## config.mk

```make
export PLATFORM = sky130hd
export DESIGN_NAME = graph_line_token_parser
export DESIGN_NICKNAME = d
export VERILOG_FILES = /design/src/hdl/glt_pkg.sv /design/src/hdl/graph_line_token_parser.sv /design/src/hdl/glt_rule_lookup.sv
export SDC_FILE = /design/constraint.sdc
export NUM_CORES = 1
export LEC_CHECK = 0
export BUFFER_PORTS_ARGS = -buffer_cell sky130_fd_sc_hd__buf_2
export CORE_ASPECT_RATIO = 0.9
export CORE_MARGIN = 8
export CORE_UTILIZATION = 25
export DETAILED_ROUTE_END_ITERATION = 6
export GPL_TIMING_DRIVEN = 0
export PLACE_DENSITY_LB_ADDON = 0.05
export RECOVER_POWER = 100
export SYNTH_ARGS = -nofsm -noshare
export SYNTH_HDL_FRONTEND = slang
export SYNTH_SLANG_ARGS = --single-unit
export TNS_END_PERCENT = 20
```

## constraint.sdc

```tcl
create_clock -name i_clk -period 8.3 [get_ports i_clk]
set_clock_uncertainty 0.15 [all_clocks]
set_input_delay 0.83 -clock i_clk [delete_from_list [all_inputs] [get_ports i_clk]]
set_output_delay 0.83 -clock i_clk [all_outputs]
set_load 0.005 [all_outputs]
```

## src/hdl/glt_pkg.sv

```systemverilog
// Shared types and codes for the graph line token parser.
`default_nettype none
package glt_pkg;

    localparam int unsigned OP_W     = 4;
    localparam int unsigned REF_W    = 32;
    localparam int unsigned ACTION_W = 6;
    localparam int unsigned STATE_W  = 4;

    typedef enum logic [OP_W-1:0] {
        TK_WS     = 4'd0,
        TK_EOL    = 4'd1,
        TK_IDENT  = 4'd2,
        TK_STRING = 4'd3,
        TK_INT    = 4'd4,
        TK_FLOAT  = 4'd5,
        TK_TYPED  = 4'd6,
        TK_TRUE   = 4'd7,
        TK_FALSE  = 4'd8,
        TK_COLON  = 4'd9,
        TK_LARROW = 4'd10,
        TK_RARROW = 4'd11,
        TK_UNDIR  = 4'd12,
        TK_LBRACK = 4'd13,
        TK_RBRACK = 4'd14,
        TK_COMMA  = 4'd15
    } t_token;

    typedef enum logic [STATE_W-1:0] {
        ST_LB      = 4'd0,
        ST_WRONG   = 4'd1,
        ST_FIRST   = 4'd2,
        ST_NLABEL  = 4'd3,
        ST_NDEF    = 4'd4,
        ST_NPCOLON = 4'd5,
        ST_NPVAL   = 4'd6,
        ST_ESECOND = 4'd7,
        ST_EDEF    = 4'd8,
        ST_ELABEL  = 4'd9,
        ST_EPCOLON = 4'd10,
        ST_EPVAL   = 4'd11,
        ST_NLIST   = 4'd12,
        ST_ELIST   = 4'd13
    } t_state;

    typedef enum logic [ACTION_W-1:0] {
        ACT_ERROR           = 6'd0,
        ACT_NOTHING         = 6'd1,
        ACT_FINISH          = 6'd2,
        ACT_FIRST_IDENT     = 6'd3,
        ACT_FIRST_STRING    = 6'd4,
        ACT_FIRST_INT       = 6'd5,
        ACT_PROP_KEY        = 6'd6,
        ACT_DIR_LEFT        = 6'd7,
        ACT_DIR_RIGHT       = 6'd8,
        ACT_DIR_UNDIR       = 6'd9,
        ACT_NODE_LABEL      = 6'd10,
        ACT_NPROP_TYPED     = 6'd11,
        ACT_NPROP_STRING    = 6'd12,
        ACT_NPROP_INT       = 6'd13,
        ACT_NPROP_FLOAT     = 6'd14,
        ACT_NPROP_FALSE     = 6'd15,
        ACT_NPROP_TRUE      = 6'd16,
        ACT_SECOND_IDENT    = 6'd17,
        ACT_SECOND_STRING   = 6'd18,
        ACT_SECOND_INT      = 6'd19,
        ACT_EDGE_LABEL      = 6'd20,
        ACT_EPROP_TYPED     = 6'd21,
        ACT_EPROP_STRING    = 6'd22,
        ACT_EPROP_INT       = 6'd23,
        ACT_EPROP_FLOAT     = 6'd24,
        ACT_EPROP_FALSE     = 6'd25,
        ACT_EPROP_TRUE      = 6'd26,
        ACT_INIT_LIST       = 6'd27,
        ACT_LIST_TRUE       = 6'd28,
        ACT_LIST_FALSE      = 6'd29,
        ACT_LIST_STRING     = 6'd30,
        ACT_LIST_INT        = 6'd31,
        ACT_SAVE_NODE_LIST  = 6'd32,
        ACT_SAVE_EDGE_LIST  = 6'd33
    } t_action;

    typedef struct packed {
        t_action action;
        t_state  next;
        logic    error;
        logic    done;
    } t_rule;

endpackage
`default_nettype wire

```

## src/hdl/graph_line_token_parser.sv

```systemverilog
// Top level of the graph line token parser: input register, rule lookup, result register.
//
// The parser takes one lexical token per request and runs the line grammar of node and
// edge import lines on it, giving one result per token: the action code, the state after
// the token, an error flag (set only on the token that first breaks the line), a
// line-done flag (set when an end of line closes a line) and the token handle unchanged.
// A token is captured in an input register, looked up against the parse state, and the
// result lands in an output register when the result slot is free. A new token is taken
// every cycle as long as results are taken; the parse-state loop is a single table
// lookup on the registered token, so the sustained rate is one token per cycle. Each
// register stage holds its request while the stage after it is stalled.
`default_nettype none
module graph_line_token_parser (
    input  wire logic                          i_clk,
    input  wire logic                          i_rst_n,
    input  wire logic                          i_in_valid,
    output logic                               o_in_ready,
    input  wire logic [glt_pkg::OP_W-1:0]      i_op,
    input  wire logic [glt_pkg::REF_W-1:0]     i_token_ref,
    output logic                               o_out_valid,
    input  wire logic                          i_out_ready,
    output logic [glt_pkg::ACTION_W-1:0]       o_action,
    output logic [glt_pkg::STATE_W-1:0]        o_state_after,
    output logic                               o_error_raised,
    output logic                               o_line_done,
    output logic [glt_pkg::REF_W-1:0]          o_token_ref_out
);
    import glt_pkg::*;

    // input stage
    logic              r_in_vld;
    t_token            r_in_op;
    logic [REF_W-1:0]  r_in_ref;

    // result stage
    logic              r_out_vld;
    t_action           r_out_action;
    t_state            r_out_state;
    logic              r_out_error;
    logic              r_out_done;
    logic [REF_W-1:0]  r_out_ref;

    // parse state
    t_state            r_state;
    t_state            n_state;

    t_rule             rule;
    logic              in_take;
    logic              advance;

    // advance the input stage into the result stage when the result slot frees up
    assign advance    = r_in_vld && (!r_out_vld || i_out_ready);
    assign o_in_ready = !r_in_vld || advance;
    assign in_take    = i_in_valid && o_in_ready;

    glt_rule_lookup u_rule (
        .i_state (r_state),
        .i_op    (r_in_op),
        .o_rule  (rule)
    );

    // next parse state: move only when the registered token retires into the result
    always_comb begin
        n_state = r_state;
        if (advance) begin
            n_state = rule.next;
        end
    end

    always_ff @(posedge i_clk) begin
        if (!i_rst_n) begin
            r_state <= ST_LB;
        end else begin
            r_state <= n_state;
        end
    end

    // input register: load on acceptance, drop when it retires without a refill
    always_ff @(posedge i_clk) begin
        if (!i_rst_n) begin
            r_in_vld <= 1'b0;
        end else if (in_take) begin
            r_in_vld <= 1'b1;
        end else if (advance) begin
            r_in_vld <= 1'b0;
        end
    end

    always_ff @(posedge i_clk) begin
        if (in_take) begin
            r_in_op  <= t_token'(i_op);
            r_in_ref <= i_token_ref;
        end
    end

    // result register: hold while stalled downstream
    always_ff @(posedge i_clk) begin
        if (!i_rst_n) begin
            r_out_vld <= 1'b0;
        end else if (advance) begin
            r_out_vld <= 1'b1;
        end else if (i_out_ready) begin
            r_out_vld <= 1'b0;
        end
    end

    always_ff @(posedge i_clk) begin
        if (advance) begin
            r_out_action <= rule.action;
            r_out_state  <= rule.next;
            r_out_error  <= rule.error;
            r_out_done   <= rule.done;
            r_out_ref    <= r_in_ref;
        end
    end

    assign o_out_valid     = r_out_vld;
    assign o_action        = r_out_action;
    assign o_state_after   = r_out_state;
    assign o_error_raised  = r_out_error;
    assign o_line_done     = r_out_done;
    assign o_token_ref_out = r_out_ref;

    // an error result always leaves the line in the wrong-line state
    a_error_to_wrong: assert property (@(posedge i_clk) disable iff (!i_rst_n)
        r_out_vld && r_out_error |-> r_out_state == ST_WRONG)
        else $error("error result without wrong-line state");

    // a closed line always returns to line begin
    a_done_to_begin: assert property (@(posedge i_clk) disable iff (!i_rst_n)
        r_out_vld && r_out_done |-> r_out_state == ST_LB)
        else $error("line done without return to line begin");

    // the parse state tracks the state of the last retired token
    a_state_tracks: assert property (@(posedge i_clk) disable iff (!i_rst_n)
        advance |=> r_state == r_out_state)
        else $error("parse state diverged from last result");

    // whitespace never changes the state
    a_ws_holds: assert property (@(posedge i_clk) disable iff (!i_rst_n)
        advance && r_in_op == TK_WS |=> r_out_action == ACT_NOTHING
            && r_state == $past(r_state))
        else $error("whitespace changed the parse state");

endmodule
`default_nettype wire

```

## src/hdl/glt_rule_lookup.sv

```systemverilog
// Grammar rule table: current state and token kind to action and next state.
`default_nettype none
module glt_rule_lookup (
    input  glt_pkg::t_state i_state,
    input  glt_pkg::t_token i_op,
    output glt_pkg::t_rule  o_rule
);
    import glt_pkg::*;

    t_action action;
    t_state  next;

    always_comb begin
        // no rule for the pair: drop into the wrong-line state
        action = ACT_ERROR;
        next   = ST_WRONG;
        if (i_op == TK_WS) begin
            action = ACT_NOTHING;
            next   = i_state;
        end else if (i_state == ST_WRONG) begin
            if (i_op == TK_EOL) begin
                action = ACT_FINISH;
                next   = ST_LB;
            end else begin
                action = ACT_NOTHING;
                next   = ST_WRONG;
            end
        end else begin
            case (i_state)
                ST_LB: begin
                    case (i_op)
                        TK_EOL:    begin action = ACT_FINISH;       next = ST_LB;    end
                        TK_IDENT:  begin action = ACT_FIRST_IDENT;  next = ST_FIRST; end
                        TK_STRING: begin action = ACT_FIRST_STRING; next = ST_FIRST; end
                        TK_INT:    begin action = ACT_FIRST_INT;    next = ST_FIRST; end
                        default: ;
                    endcase
                end
                ST_FIRST: begin
                    case (i_op)
                        TK_COLON:  begin action = ACT_NOTHING;   next = ST_NLABEL;  end
                        TK_EOL:    begin action = ACT_FINISH;    next = ST_LB;      end
                        TK_IDENT:  begin action = ACT_PROP_KEY;  next = ST_NPCOLON; end
                        TK_LARROW: begin action = ACT_DIR_LEFT;  next = ST_ESECOND; end
                        TK_RARROW: begin action = ACT_DIR_RIGHT; next = ST_ESECOND; end
                        TK_UNDIR:  begin action = ACT_DIR_UNDIR; next = ST_ESECOND; end
                        default: ;
                    endcase
                end
                ST_NDEF: begin
                    case (i_op)
                        TK_COLON: begin action = ACT_NOTHING;  next = ST_NLABEL;  end
                        TK_IDENT: begin action = ACT_PROP_KEY; next = ST_NPCOLON; end
                        TK_EOL:   begin action = ACT_FINISH;   next = ST_LB;      end
                        default: ;
                    endcase
                end
                ST_NLABEL: begin
                    if (i_op == TK_IDENT) begin
                        action = ACT_NODE_LABEL;
                        next   = ST_NDEF;
                    end
                end
                ST_NPCOLON: begin
                    if (i_op == TK_COLON) begin
                        action = ACT_NOTHING;
                        next   = ST_NPVAL;
                    end
                end
                ST_NPVAL: begin
                    case (i_op)
                        TK_TYPED:  begin action = ACT_NPROP_TYPED;  next = ST_NDEF;  end
                        TK_STRING: begin action = ACT_NPROP_STRING; next = ST_NDEF;  end
                        TK_INT:    begin action = ACT_NPROP_INT;    next = ST_NDEF;  end
                        TK_FLOAT:  begin action = ACT_NPROP_FLOAT;  next = ST_NDEF;  end
                        TK_FALSE:  begin action = ACT_NPROP_FALSE;  next = ST_NDEF;  end
                        TK_TRUE:   begin action = ACT_NPROP_TRUE;   next = ST_NDEF;  end
                        TK_LBRACK: begin action = ACT_INIT_LIST;    next = ST_NLIST; end
                        default: ;
                    endcase
                end
                ST_ESECOND: begin
                    case (i_op)
                        TK_IDENT:  begin action = ACT_SECOND_IDENT;  next = ST_EDEF; end
                        TK_STRING: begin action = ACT_SECOND_STRING; next = ST_EDEF; end
                        TK_INT:    begin action = ACT_SECOND_INT;    next = ST_EDEF; end
                        default: ;
                    endcase
                end
                ST_EDEF: begin
                    case (i_op)
                        TK_COLON: begin action = ACT_NOTHING;  next = ST_ELABEL;  end
                        TK_EOL:   begin action = ACT_FINISH;   next = ST_LB;      end
                        TK_IDENT: begin action = ACT_PROP_KEY; next = ST_EPCOLON; end
                        default: ;
                    endcase
                end
                ST_EPCOLON: begin
                    if (i_op == TK_COLON) begin
                        action = ACT_NOTHING;
                        next   = ST_EPVAL;
                    end
                end
                ST_ELABEL: begin
                    if (i_op == TK_IDENT) begin
                        action = ACT_EDGE_LABEL;
                        next   = ST_EDEF;
                    end
                end
                ST_EPVAL: begin
                    case (i_op)
                        TK_TYPED:  begin action = ACT_EPROP_TYPED;  next = ST_EDEF;  end
                        TK_STRING: begin action = ACT_EPROP_STRING; next = ST_EDEF;  end
                        TK_INT:    begin action = ACT_EPROP_INT;    next = ST_EDEF;  end
                        TK_FLOAT:  begin action = ACT_EPROP_FLOAT;  next = ST_EDEF;  end
                        TK_FALSE:  begin action = ACT_EPROP_FALSE;  next = ST_EDEF;  end
                        TK_TRUE:   begin action = ACT_EPROP_TRUE;   next = ST_EDEF;  end
                        TK_LBRACK: begin action = ACT_INIT_LIST;    next = ST_ELIST; end
                        default: ;
                    endcase
                end
                ST_NLIST, ST_ELIST: begin
                    // no depth kept: a nested bracket restarts the list
                    case (i_op)
                        TK_TRUE:   begin action = ACT_LIST_TRUE;   next = i_state; end
                        TK_FALSE:  begin action = ACT_LIST_FALSE;  next = i_state; end
                        TK_STRING: begin action = ACT_LIST_STRING; next = i_state; end
                        TK_INT:    begin action = ACT_LIST_INT;    next = i_state; end
                        TK_LBRACK: begin action = ACT_INIT_LIST;   next = i_state; end
                        TK_COMMA:  begin action = ACT_NOTHING;     next = i_state; end
                        TK_RBRACK: begin
                            if (i_state == ST_NLIST) begin
                                action = ACT_SAVE_NODE_LIST;
                                next   = ST_NDEF;
                            end else begin
                                action = ACT_SAVE_EDGE_LIST;
                                next   = ST_EDEF;
                            end
                        end
                        default: ;
                    endcase
                end
                default: ;
            endcase
        end
    end

    assign o_rule.action = action;
    assign o_rule.next   = next;
    assign o_rule.error  = (action == ACT_ERROR);
    assign o_rule.done   = (action == ACT_FINISH);

endmodule
`default_nettype wire
```

==> results.txt, run 1 <==
* Outcome: finished, violations left
- Violations in the final reports: max-capacitance violations, max-slew violations
* Terminus of the critical flop-to-flop path: r_state[3]$_SDFFE_PN0P_
* R2R cell count: 5
- The first detailed-routing pass took 5 iterations.
* Sum of negative setup slack: 0 ns
- Averaged over all synthesized cells, the footprint is 11.99 um2.
- Worst Setup End Kind: register
- Simple-Gate Fraction of Synth Area: 16.80%
- The count of buffers added on input and output ports is 85.
* Peak supply drop: 0.1013 mV
- After technology mapping, the gate count stands at 344.
* Required arrival time at the worst endpoint: 8.43 ns
- TritonCTS built the clock tree.
* Launch instance of the worst min-delay path: r_in_ref[14]$_DFFE_PP_
- By startpoint and endpoint, the worst setup path is classified as in2reg.
* Final setup fails: 0
- The tightest min-delay check is of the reg2reg type.
- The worst setup path is launched from an input pin.
- At the end of routability-driven placement, the weighted congestion stood at 0.9104.
* Critical path, cell by cell: buf_2, nor2b_1, nor2_1, clkbuf_1, or2_2, o311a_1
- Hold repair after CTS inserted 0 buffers.
- Clock-pin slew was measured on the worst setup and hold paths at 0.07 ns.
- Final Net Count: 481
- Remaining design rule violation count: 0
- Rel. slew slack: -65.18%
- Data arrives at the worst endpoint at 3.82 ns.
- The floorplan step set the die width to 151.4 um.
* Vias post-DR: 3224
* Area of the die: 0.02087 mm2
- Share of the synthesized area in the top cell type: 58.23%
- For flop-to-flop paths, the worst setup slack is 4.79 ns.
* H-tree level count: 3
* Net Count, Synth: 384
* CP max stage delay: 1.32 ns
- The first global-routing pass estimated 18.66 mm of wire.
- Setup repair after global routing left no endpoint under its margin.
* Number of design-rule violations left by the first detailed-router iteration: 217
- After synthesis, the largest family of logic cells by area is simple AND/OR/NAND/NOR gates.
* Clock latency reported for the late side of the worst-skew pair: 0.33 ns
- No sink is reached through more buffers than the 2 on the longest clock path.
- Post-CTS Setup Bufs: 0
- Area of placed instances: 0.004838 mm2
- Across the run, the number of max-cap violations was 2.
- In this run the remaining antenna-violating nets after routing total 0.
- The Yosys step of the flow raised 0 warnings.
- Dividing the detail-routed wire length by the instance count gives 19.05 um.
- Post-synthesis to final-layout area growth: 22.63%
* Adder-cell share of the synthesized area: 0.2426%
- The number of antenna diodes in the final layout is 0.
* Area of the core: 0.01613 mm2
- Counting instances, the worst hold path has a depth of 0.
- Endpoints failing hold: 0
* Sequential share of the synthesized area: 61.15%
- Post-synth top flop: edfxtp_1
- Leading area contributor after synthesis: edfxtp_1
- Xor-xnor portion of the synthesized cell area: 1.062%
* FILL cells: 1713
- Number of placed I/O pins: 86
- After routing the design area is 0.005059 mm2.
- Via count of the first global-routing pass: 3141
* Total count of max-transition violations in the final report: 71
* Number of sinks driven by the clock tree: 86
- PD cells: 206.4 mW/mm2
- After detailed routing, the number of vias per cell comes to 4.937.
- Fraction of final layout cells sized beyond drive strength 1: 19.06%
* Critical Path Fanout Max: 33
- Global routing used 11.87% of the available tracks.
- The synthesized netlist occupies a cell area of 0.004125 mm2.
- At the pin with the least slew margin, the transition time is 2.476 ns.
- Derived from the worst setup path, the maximum achievable clock frequency is 0.2715 GHz.
- The floorplan has 44 rows.
- Yosys mapped the design onto 72 distinct sky130hd cell types.
* Count of buffering cells on the critical path with inverters included: 2
- WL final: 12.44 mm
- Synth area leaders: edfxtp_1 (58%), dfxtp_1 (2.9%), nand2_1 (2.5%), o21ai_0 (2.3%), a21oi_1 (1.9%)
- Overall overflow remaining after global route: 0
* Number of synthesized register bits: 86
- Post-synthesis compound-gate area fraction: 15.13%
- Async SR Flop Fraction: 0%
* Endpoint of the worst hold-timing path: o_token_ref_out[14]$_DFFE_PP_
- The floorplan step set the die height to 137.9 um.
- Broken down by cell family, the worst path's largest delay share belongs to simple AND/OR/NAND/NOR gates.
- Startpoint of the worst register-to-register path: o_out_valid$_SDFFE_PN0P_
- Maximum number of pins on one net before global-route repair: 37
* Fin crit share: 44.38%
- Number of enable flip-flop cells after synthesis: 80
* CTS Buf Count: 9
- Once the clock tree was built, the resizer swapped 0 gates to a different size.
- Effective utilization at floorplan: 25.57%
- Root cell of the clock tree: clkbuf_16
* Detail Placement HPWL: 9.187 mm
* Portion of netlist area occupied by mux cells: 0.7279%
- Slowest cell on the critical path: clkbuf_1
* Number of antenna violations at the first check in global routing: 0
- Leakage component of the power: 1.772 nW
* Minimum period implied by the final worst setup slack: 3.684 ns
-- how the worst max path moves through the flow --
stage | start | end | slack [ns] | depth (start not counted)
6_report | i_out_ready | r_state[3]$_SDFFE_PN0P_ | 4.62 | 6
5_1_grt | i_out_ready | r_state[1]$_SDFFE_PN0P_ | 4.18 | 6
4_1_cts | r_in_op[1]$_DFFE_PP_ | r_state[0]$_SDFFE_PN0P_ | 5.39 | 8
3_5_place_dp | r_in_op[1]$_DFFE_PP_ | r_state[0]$_SDFFE_PN0P_ | 5.45 | 8
3_3_place_gp | i_out_ready | r_state[1]$_SDFFE_PN0P_ | 3.37 | 5
2_1_floorplan | i_out_ready | r_state[3]$_SDFFE_PN0P_ | 4.71 | 4
-- cell families after synthesis --
family	Yosys count
simple gates	122
fa+ha+maj	1
compound gates	90
flops	86
xor+xnor	5
mux	3
buf+inv	37
-- final cells by class --
cell class / instances / area [um2] / area share (%)
multi-input combinational: 221 / 1395 / 27.58
inverter: 7 / 26.28 / 0.5194
buffer: 30 / 170.2 / 3.364
tap: 207 / 259.0 / 5.120
clock inverter: 7 / 80.08 / 1.583
clock buffer: 9 / 225.2 / 4.452
sequential: 86 / 2522 / 49.86
timing repair buffer: 86 / 380.4 / 7.519
-- stage by stage --
step	power [mW]	instances	utilization, %	setup WS [ns]	hold WS (ns)
floorplan	0.5915	344	-	4.715	0.2503
global placement	0.6476	636	29.82	3.366	0.2504
detailed placement	0.6448	637	30.00	5.446	0.2545
CTS	1.062	653	31.89	5.390	0.2688
global route	1.091	653	31.36	4.176	0.2725
finish	1.044	653	31.36	4.616	0.2683
-- cell usage in the layout, fill, tap and decap left out, types with 4 or more instances in the layout --
cell type,netlist,final
nand4_1,5,5
edfxtp_1,80,80
a21oi_1,16,16
nand2b_1,5,5
o21ai_0,19,19
clkbuf_16,0,9
buf_6,4,4
buf_4,5,5
a211oi_1,6,6
a31oi_1,7,7
nand3b_1,4,4
nor2b_1,8,8
clkbuf_1,9,53
nand2_1,28,28
nor3_1,13,13
inv_1,7,7
buf_2,11,53
nand3_1,6,6
nor2_1,18,18
dfxtp_1,6,6
o2bb2ai_1,4,4
-- registers in the layout (all words and copies together) (netlist names) --
signal	flops
r_in_vld	1
o_action	6
o_line_done	1
o_error_raised	1
o_state_after	4
r_state	4
o_token_ref_out	32
r_in_op	4
r_in_ref	32
o_out_valid	1
-- routing by layer --
| layer | share of wire, % | vias to the layer above | track usage (%) |
|---|---|---|---|
| met4 | 1.6 | 0 | 3.460 |
| met2 | 46 | 140 | 18.18 |
| li1 | - | 1522 | - |
| met5 | 0 | - | 0 |
| met3 | 9.3 | 19 | 3.817 |
| met1 | 43 | 1543 | 15.70 |
-- power breakdown --
part | total [mW] | internal, mW | switching [mW] | leakage, nW
Clock | 0.412 | 0.238 | 0.174 | 0.149
Sequential | 0.509 | 0.503 | 0.00693 | 0.816
Combinational | 0.123 | 0.0425 | 0.0804 | 0.808
Total | 1.04 | 0.783 | 0.261 | 1.77
-- synth_stat cells (4+ instances only) --
library cell / count
clkbuf_1: 9
nand2_1: 28
nand3b_1: 4
nand3_1: 6
nor2b_1: 8
a211oi_1: 6
buf_4: 5
o2bb2ai_1: 4
a31oi_1: 7
nor3_1: 13
nor2_1: 18
edfxtp_1: 80
buf_2: 11
o21ai_0: 19
buf_6: 4
dfxtp_1: 6
nand2b_1: 5
a21oi_1: 16
inv_1: 7
nand4_1: 5
-- worst register-to-register path, stage by stage (launching register included) --
cell and delay, ns:
dfxtp_1 0.31, nor2b_1 0.19, nor2_1 1.06, clkbuf_1 1.32, or2_2 0.29, o311a_1 0.15
No activity file was read; power rests on OpenSTA's default activity.
==> run 2: changes to the inputs <==
==> constraint.sdc (replaced) <==
create_clock -name i_clk -period 3.14 [get_ports i_clk]
set_clock_uncertainty 0.15 [all_clocks]
set_input_delay 0.314 -clock i_clk [delete_from_list [all_inputs] [get_ports i_clk]]
set_output_delay 0.314 -clock i_clk [all_outputs]
set_load 0.005 [all_outputs]
==> run 2 against run 1 <==
Net effect: the flow still finishes with violations (max-capacitance violations, max-slew violations); global-route usage is 0.47 points higher; hold slack worse by 0.20 ns; flip-flop and latch count stayed put; final cell count is 5.7% higher; sequential power grew to 2.6 times the previous value; total power grew to 2.7 times the previous value; non-clock buffer count is 37 higher; cell area is 7.8% higher; utilization is 2.5 points higher; routed wire length is 4.1% higher; first-iteration DRC count is 40% higher; critical path type is now reg2reg; critical endpoint is now o_line_done$_DFFE_PP_; largest cell class unchanged; largest power group unchanged; highest routed layer unchanged.
==> results.txt, run 2 (synthesized netlist as in run 1, its figures left out) <==
* Signal arrival time at the worst endpoint: 2.75 ns (was 3.82 ns)
* Remaining design rule violation count: 0 (unchanged)
* Clock tree from TritonCTS: built (unchanged)
- The number of buffer and inverter instances along the worst setup path was 1 (was 2).
* Final setup fails: 0 (unchanged)
* Net Switching: 0.6898 mW (was 0.2613 mW)
- Critical path, cell by cell: buf_2, nor4b_1, nand2_1, a211oi_1, a221oi_2, o211ai_1, nor3_1 (was buf_2, nor2b_1, nor2_1, clkbuf_1, or2_2, o311a_1).
* Cell class contributing the biggest share of worst-path delay: simple AND/OR/NAND/NOR gates (unchanged)
- The die extent in x was 151.4 um (unchanged).
- WL final: 12.95 mm (was 12.44 mm)
- The worst-case hold path end point was r_in_vld$_SDFFE_PN0P_ (was o_token_ref_out[14]$_DFFE_PP_).
* H-tree level count: 3 (unchanged)
- The largest net degree at the start of global routing came to 34 (was 37).
* Part of the power in the clock network: 38.6% (was 39.5%)
- The area added between synthesis and finish was 32.21% (was 22.63%).
- The total power per unit cell area was 511.4 mW/mm2 (was 206.4 mW/mm2).
- Clock latency reported for the late side of the worst-skew pair: 0.34 ns (was 0.33 ns)
* Area of placed instances: 0.004866 mm2 (was 0.004838 mm2)
- Power Internal: 2.099 mW (was 0.7829 mW)
* Worst Setup End Kind: register (unchanged)
- Root cell of the clock tree: clkbuf_16 (unchanged)
- The final count of hold timing violations is 0 (unchanged).
* R2R cell count: 7 (was 5)
- The worst vdd rail ir drop was 0.2652 mV (was 0.1013 mV).
* Outcome: finished, violations left (unchanged)
* Transition at the pin with the smallest max-transition slack: 1.544 ns (was 2.476 ns)
- The final net count is 518 (was 481).
* Count of buffers from port buffering: 85 (unchanged)
- The wire length of the first global-routing pass was 19.19 mm (was 18.66 mm).
- The routed via count was 3360 (was 3224).
* Area of the core: 0.01613 mm2 (unchanged)
- The total die area came to 0.02087 mm2 (unchanged).
- The total global routing track utilization is 12.34% (was 11.87%).
- FMAX: 0.3542 GHz
* Critical Path Source Type: register (was input pin)
* Number of sinks driven by the clock tree: 86 (unchanged)
- Fraction of final layout cells sized beyond drive strength 1: 19.46% (was 19.06%)
- Effective utilization at floorplan: 25.57% (unchanged)
- Count of antenna-violating nets left after detailed routing: 0 (unchanged)
- The number of antenna repair diodes was 0 (unchanged).
- The final estimated routing congestion in global placement came to 0.9303 (was 0.9104).
- Source of the critical timing path: r_state[1]$_SDFFE_PN0P_ (was i_out_ready)
* Leading cell type in the layout, fill and taps excluded: edfxtp_1 (unchanged)
- The data required time of the critical path came to 3.07 ns (was 8.43 ns).
- Maximum buffer depth of the clock tree: 2 (unchanged)
* Violations in the final reports: max-capacitance violations, max-slew violations (unchanged)
- Of the available clock period, the critical path in the final layout requires 89.91%.
* Critical Path Fanout Max: 10 (was 33)
- Post-CTS Setup Bufs: 0 (unchanged)
- The normalized max-slew margin was -3.331% (was -65.18%).
* Overall overflow remaining after global route: 0 (unchanged)
- The design area was 0.005454 mm2 (was 0.005059 mm2).
- The reg-to-reg critical path startpoint is r_state[1]$_SDFFE_PN0P_ (was o_out_valid$_SDFFE_PN0P_).
- Register-to-register path setup slack: 0.32 ns (was 4.79 ns)
* Sequential share of power: 48.2% (was 48.8%)
- Via count of the first global-routing pass: 3274 (was 3141)
- Number of placed I/O pins: 86 (unchanged)
* Row count: 44 (unchanged)
- The floorplan die height came to 137.9 um (unchanged).
- The number of DRC violations after detailed-routing iteration 0 came to 303 (was 217).
* Setup repair after global routing missed its margin: false (unchanged)
* CP max stage delay: 0.99 ns (was 1.32 ns)
- Total count of max-transition violations in the final report: 17 (was 71)
* Count of placed standard cells in the final layout, fillers left out: 690 (was 653)
- Leading cell types in the layout, fill and taps excluded: edfxtp_1 (80), buf_2 (59), clkbuf_1 (46) (was edfxtp_1 (80), clkbuf_1 (53), buf_2 (53))
- Number of gates given a new drive strength after cts: 0 (unchanged)
- The number of CTS-inserted buffers is 9 (unchanged).
- The total placed cells including tap cells came to 638 (was 637).
- The post-CTS clock slew at the launch and capture registers of the worst setup and hold paths was 0.07 ns (about the same).
- Counting I/O delays and the setup requirement, the final critical path takes 2.823 ns.
* Slowest cell on the critical path: nor4b_1 (was clkbuf_1)
- The count of cells along the worst hold path is 3 (was 0).
- The ratio of routed vias to standard cells is 4.870 (was 4.937).
- The detailed placer's ending HPWL is 9.485 mm (was 9.187 mm).
- Worst Setup Path Type: reg2reg (was in2reg)
- Number of antenna violations at the first check in global routing: 0 (unchanged)
- The number of detailed-routing iterations run before antenna repair came to 5 (unchanged).
* Final worst setup slack: 0.3167 ns (was 4.616 ns)
* Worst min-delay path category: in2reg (was reg2reg)
* Launch instance of the worst min-delay path: i_in_valid (was r_in_ref[14]$_DFFE_PP_)
- The number of violations of the max-capacitance limit was 1 (was 2).
* Worst-case setup slack after placement: 0.3970 ns (was 5.446 ns)
* Worst slack on hold paths: 0.06399 ns (was 0.2683 ns)
- Terminus of the critical flop-to-flop path: o_line_done$_DFFE_PP_ (was r_state[3]$_SDFFE_PN0P_)
- The average wire per standard cell came to 18.77 um (was 19.05 um).
* Sw Share: 24.73% (was 25.02%)
* Leakage component of the power: 1.954 nW (was 1.772 nW)
- The share of power burned in combinational logic came to 13.2% (was 11.8%).
run 2: metrics by stage:
step           TNS (ns)  power, mW  util (%)
4_1_cts               0      2.843     34.29
3_3_place_gp   -0.01779      1.710     29.83
6_report              0      2.789     33.81
5_1_grt               0      2.910     33.81
2_1_floorplan         0      1.563         -
3_5_place_dp          0      1.711     30.17
run 2: tightest hold or removal path: cells and delay by family:
family,cells,cell delay [ns]
compound gates,1,0.03
buf+inv,1,0.09
simple gates,1,0.09
run 2: layout make-up:
class,count,area (um2)
fillers,1646,10680
flip-flops and latches,86,2522
multi-input cells,221,1401
repair buffers,123,765.7
well taps,207,259.0
clock buffers,9,225.2
plain buffers,30,173.9
clock inverters,7,80.08
inverters,7,26.28
run 2: power groups by stage:
stage | Clock [mW] | Sequential, mW | Combinational [mW]
2_1_floorplan | 0 | 1.37 | 0.193
3_3_place_gp | 0 | 1.37 | 0.341
3_5_place_dp | 0 | 1.37 | 0.343
4_1_cts | 1.12 | 1.34 | 0.380
5_1_grt | 1.16 | 1.35 | 0.403
6_report | 1.08 | 1.34 | 0.368
run 2: worst max-delay path by stage:
stage | end | slack (ns) | depth (start not counted)
after floorplan | r_state[3]$_SDFFE_PN0P_ | 0.80 | 4
after global placement | r_state[1]$_SDFFE_PN0P_ | -0.01 | 5
after detailed placement | o_line_done$_DFFE_PP_ | 0.40 | 7
after CTS | o_line_done$_DFFE_PP_ | 0.39 | 7
after global routing | o_error_raised$_DFFE_PP_ | 0.16 | 7
final | o_line_done$_DFFE_PP_ | 0.32 | 7
run 2: metal layers:
layer,part of all wire [%],GRT usage [%]
met1,44,15.97
met2,45,19.09
met3,8.8,4.111
met4,1.5,3.844
met5,0,0
run 2: what timing repair did:
item / in CTS / in global routing
hold endpoints to repair: 36 / 0
endpoints found under the setup margin: 0 / 0
hold buffers: 36 / 0
==> run 3: changes to the inputs <==
--- a/config.mk
+++ b/config.mk
@@ -5,10 +5,11 @@
 export SDC_FILE = /design/constraint.sdc
 export NUM_CORES = 1
 export LEC_CHECK = 0
-export BUFFER_PORTS_ARGS = -buffer_cell sky130_fd_sc_hd__buf_2
+export ABC_AREA = 1
+export BUFFER_PORTS_ARGS = -buffer_cell sky130_fd_sc_hd__buf_4
 export CORE_ASPECT_RATIO = 0.9
 export CORE_MARGIN = 8
-export CORE_UTILIZATION = 25
+export CORE_UTILIZATION = 48
 export DETAILED_ROUTE_END_ITERATION = 6
 export GPL_TIMING_DRIVEN = 0
 export PLACE_DENSITY_LB_ADDON = 0.05
==> run 3 against run 2 <==
Net effect: the run still ends with max-capacitance violations, max-slew violations left; highest routed layer unchanged; via count is 20% lower; sequential share of layout area is 5.9 points higher; hold slack better by 0.029 ns; final cell count is 20% lower; critical path type unchanged; non-clock buffer count is 32 lower; synthesized area is 13% lower; count of clock-buffer cells in the layout stayed put; largest cell class unchanged; utilization is 32 points higher; global-route usage is 3.5 points higher; synthesized cell count is 6.4% lower; flip-flop and latch count stayed put.
==> results.txt, run 3 <==
- Outcome: finished, violations left (unchanged).
* Fraction of final layout cells sized beyond drive strength 1: 22.66% (was 19.46%)
* Worst Setup Path Type: reg2reg (unchanged)
* Final setup fails: 0 (unchanged)
* Root cell of the clock tree: clkbuf_8 (was clkbuf_16)
* Transition at the pin with the smallest max-transition slack: 1.691 ns (was 1.544 ns)
- Count of antenna-violating nets left after detailed routing: 0 (unchanged)
- Final Net Count: 494 (was 518)
* Area of the die: 0.01054 mm2 (was 0.02087 mm2)
* Maximum buffer depth of the clock tree: 2 (unchanged)
* Overall overflow remaining after global route: 0 (unchanged)
- Post-CTS Setup Bufs: 0 (unchanged)
- Count of buffers from port buffering: 85 (unchanged)
* Number of design-rule violations left by the first detailed-router iteration: 166 (was 303)
- Post-layout instance area: 0.004840 mm2 (was 0.005454 mm2)
* Number of distinct library cells after synthesis: 28 (was 72)
* Wire length per cell: 14.49 um (was 18.77 um)
- Vias post-DR: 2702 (was 3360)
* Violations in the final reports: max-capacitance violations, max-slew violations (unchanged)
- Post-synthesis to final-layout area growth: 34.31% (was 32.21%)
* Fin crit share: 78.60% (was 89.91%)
* Clock tree from TritonCTS: built (unchanged)
* Critical Path Fanout Max: 8 (was 10)
- The number of filler cells placed in the layout is 567 (was 1646).
* First-pass iteration count of the detailed router: 5 (unchanged)
- The number of rows created at floorplan is 30 (was 44).
* Height of the die: 98.20 um (was 137.9 um)
- The post-synthesis sequential element count came to 86 (unchanged).
- WL final: 8.040 mm (was 12.95 mm)
- Clock latency reported for the late side of the worst-skew pair: 0.34 ns (about the same)
- The data arrival time at the worst-slack endpoint came to 2.41 ns (was 2.75 ns).
- Worst Setup End Kind: register (unchanged)
* Number of gates given a new drive strength after cts: 0 (unchanged)
* Setup repair after global routing missed its margin: false (unchanged)
* Remaining design rule violation count: 0 (unchanged)
* Detail Placement HPWL: 5.719 mm (was 9.485 mm)
- The most frequent cell after synthesis is edfxtp_1 (unchanged).
* Maximum number of pins on one net before global-route repair: 48 (was 34)
- Clock-pin transition on the worst setup and hold timing paths: 0.08 ns (was 0.07 ns)
* Area of placed instances: 0.004362 mm2 (was 0.004866 mm2)
- The instance count of the mapped netlist is 322 (was 344).
* Critical Path Source Type: register (unchanged)
- The path type of the worst min-delay path is in2reg (unchanged).
- Commonest cells post-synth: edfxtp_1 (80), nand2_1 (66), nor2_1 (53) (was edfxtp_1 (80), nand2_1 (28), o21ai_0 (19)).
- The cell area after synthesis came to 0.003603 mm2 (was 0.004125 mm2).
- H-tree level count: 3 (unchanged)
- Post-synth top flop: edfxtp_1 (unchanged)
- The synthesized area per cell is 11.19 um2 (was 11.99 um2).
- CP max stage delay: 0.50 ns (was 0.99 ns)
- The normalized max-slew margin was -12.87% (was -3.331%).
- The final estimated routing congestion in global placement was 0.8907 (was 0.9303).
- Number of buffers inserted by hold repair at cts: 36 (unchanged)
- Final worst setup slack: 0.6721 ns (was 0.3167 ns)
- Share of the synthesized area in the top cell type: 66.67% (was 58.23%)
- The wire length of the first global-routing pass is 13.12 mm (was 19.19 mm).
- The total power per unit cell area is 489.6 mW/mm2 (was 511.4 mW/mm2).
* Worst-case setup slack after placement: 0.9533 ns (was 0.3970 ns)
* Net Count, Synth: 362 (was 384)
- Synth area leaders: edfxtp_1 (67%), nand2_1 (6.9%), nor2_1 (5.5%), dfxtp_1 (3.3%), inv_1 (3.3%) (was edfxtp_1 (58%), dfxtp_1 (2.9%), nand2_1 (2.5%), o21ai_0 (2.3%), a21oi_1 (1.9%))
- Required arrival time at the worst endpoint: 3.08 ns (was 3.07 ns)
- The share of synthesized area occupied by flip-flops and latches was 70.00% (was 61.15%).
* Peak supply drop: 0.4025 mV (was 0.2652 mV)
- Global router's overall resource usage: 15.85% (was 12.34%)
- Leading area contributor after synthesis: edfxtp_1 (unchanged)
- Vias per Instance: 4.868 (was 4.870)
- The placeable core region is 0.007395 mm2 (was 0.01613 mm2).
* Endpoints failing hold: 0 (unchanged)
* Chip Width: 107.3 um (was 151.4 um)
- The initial antenna violation count is 0 (unchanged).
* Async SR Flop Fraction: 0% (unchanged)
- Number of enable flip-flop cells after synthesis: 80 (unchanged)
- The final setup TNS is 0 ns (unchanged).
* Number of synthesis warnings: 0 (unchanged)
- Minimum period implied by the final worst setup slack: 2.468 ns (was 2.823 ns)
- The number of CTS-inserted buffers was 9 (unchanged).
* Critical path, cell by cell: nor2_2, nand2_1, nand2_4, clkinvlp_2, a21oi_1, nor2_1, nand3_1, nor2_1, nand3_1, nor3_2 (was buf_2, nor4b_1, nand2_1, a211oi_1, a221oi_2, o211ai_1, nor3_1)
- The most frequent standard cell in the layout excluding fill and tap cells is edfxtp_1 (unchanged).
- Total count of max-transition violations in the final report: 48 (was 17)
- The slowest cell on the critical path was edfxtp_1 (was nor4b_1).
- The total clock sinks came to 86 (unchanged).
- MaxCap Viol Count: 1 (unchanged)
* Via count of the first global-routing pass: 2713 (was 3274)
- The leakage power of the design was 2.046 nW (was 1.954 nW).
- Leading cell types in the layout, fill and taps excluded: edfxtp_1 (80), nand2_1 (67), clkbuf_4 (65) (was edfxtp_1 (80), buf_2 (59), clkbuf_1 (46)).
- The number of antenna repair diodes came to 0 (unchanged).
- The maximum operating frequency is 0.4052 GHz (was 0.3542 GHz).
- Effective utilization at floorplan: 48.73% (was 25.57%)
- Number of placed I/O pins: 86 (unchanged)
==> run 3: cell types whose count changed after synthesis, moves of 6 or more <==
cell and delta:
a211oi_1 -6, nand3_1 +10, o21ai_0 -8, nor3_1 -11, inv_1 +25, buf_2 -11, nor2b_1 -8, nor2_2 +8
inv_2 +7, nand2_1 +38, nor2_1 +35, clkbuf_1 -9
==> run 3: final timing paths <==
check / cells after the start / from / to / slack, ns
setup / recovery: 10 / r_in_op[0]$_DFFE_PP_ / o_line_done$_DFFE_PP_ / 0.67
hold / removal: 3 / i_rst_n / r_state[2]$_SDFFE_PN0P_ / 0.09
setup reg to reg: 10 / r_in_op[0]$_DFFE_PP_ / o_line_done$_DFFE_PP_ / 0.67
hold reg to reg: 0 / r_in_ref[2]$_DFFE_PP_ / o_token_ref_out[2]$_DFFE_PP_ / 0.27
==> run 3: per-stage QoR <==
stage / std cells / power [mW] / hold WS [ns] / util (%)
6_report: 555 / 2.369 / 0.09327 / 65.45
5_1_grt: 555 / 2.470 / 0.1037 / 65.45
3_5_place_dp: 503 / 1.624 / 0.2545 / 58.98
4_1_cts: 555 / 2.408 / 0.08037 / 66.51
3_3_place_gp: 503 / 1.622 / 0.2503 / 58.98
2_1_floorplan: 322 / 1.504 / 0.2503 / -
==> run 3: power by group <==
| group | switching, mW | internal [mW] |
|---|---|---|
| clock network | 0.380 | 0.369 |
| registers | 0.0230 | 1.33 |
| logic | 0.147 | 0.123 |
==> run 3: logic make-up after synthesis <==
group / count (synthesis) / synth area share, %
simple gates: 159 / 20.00
compound gates: 36 / 5.660
buf+inv: 41 / 4.341
flops: 86 / 70.00
==> run 3: critical path, delay by kind of cell, from the launching register on <==
family | cells | cell delay, ns
and+or+nand+nor | 8 | 0.97
buffers and inverters | 1 | 0.30
DFF | 1 | 0.50
AOI/OAI and AO/OA | 1 | 0.30
==> run 3: per-layer routing <==
layer / vias up / share of wire, % / routed length (um) / track usage (%)
li1: 1352 / - / - / -
met1: 1232 / 40 / 3216 / 18.68
met2: 105 / 49 / 3972 / 25.97
met3: 13 / 9.2 / 736 / 5.991
met4: 0 / 1.4 / 114 / 5.117
met5: - / 0 / 0 / 0
==> run 3: layout make-up <==
class                      instances  area (um2)  share of cell area [%]
multi-input combinational        195       910.9                   18.82
sequential                        86        2522                   52.12
tap                               96       120.1                   2.482
clock buffer                       9       123.9                   2.559
inverter                          41       155.1                   3.206
clock inverter                     7       72.57                   1.499
timing repair buffer             121       934.6                   19.31
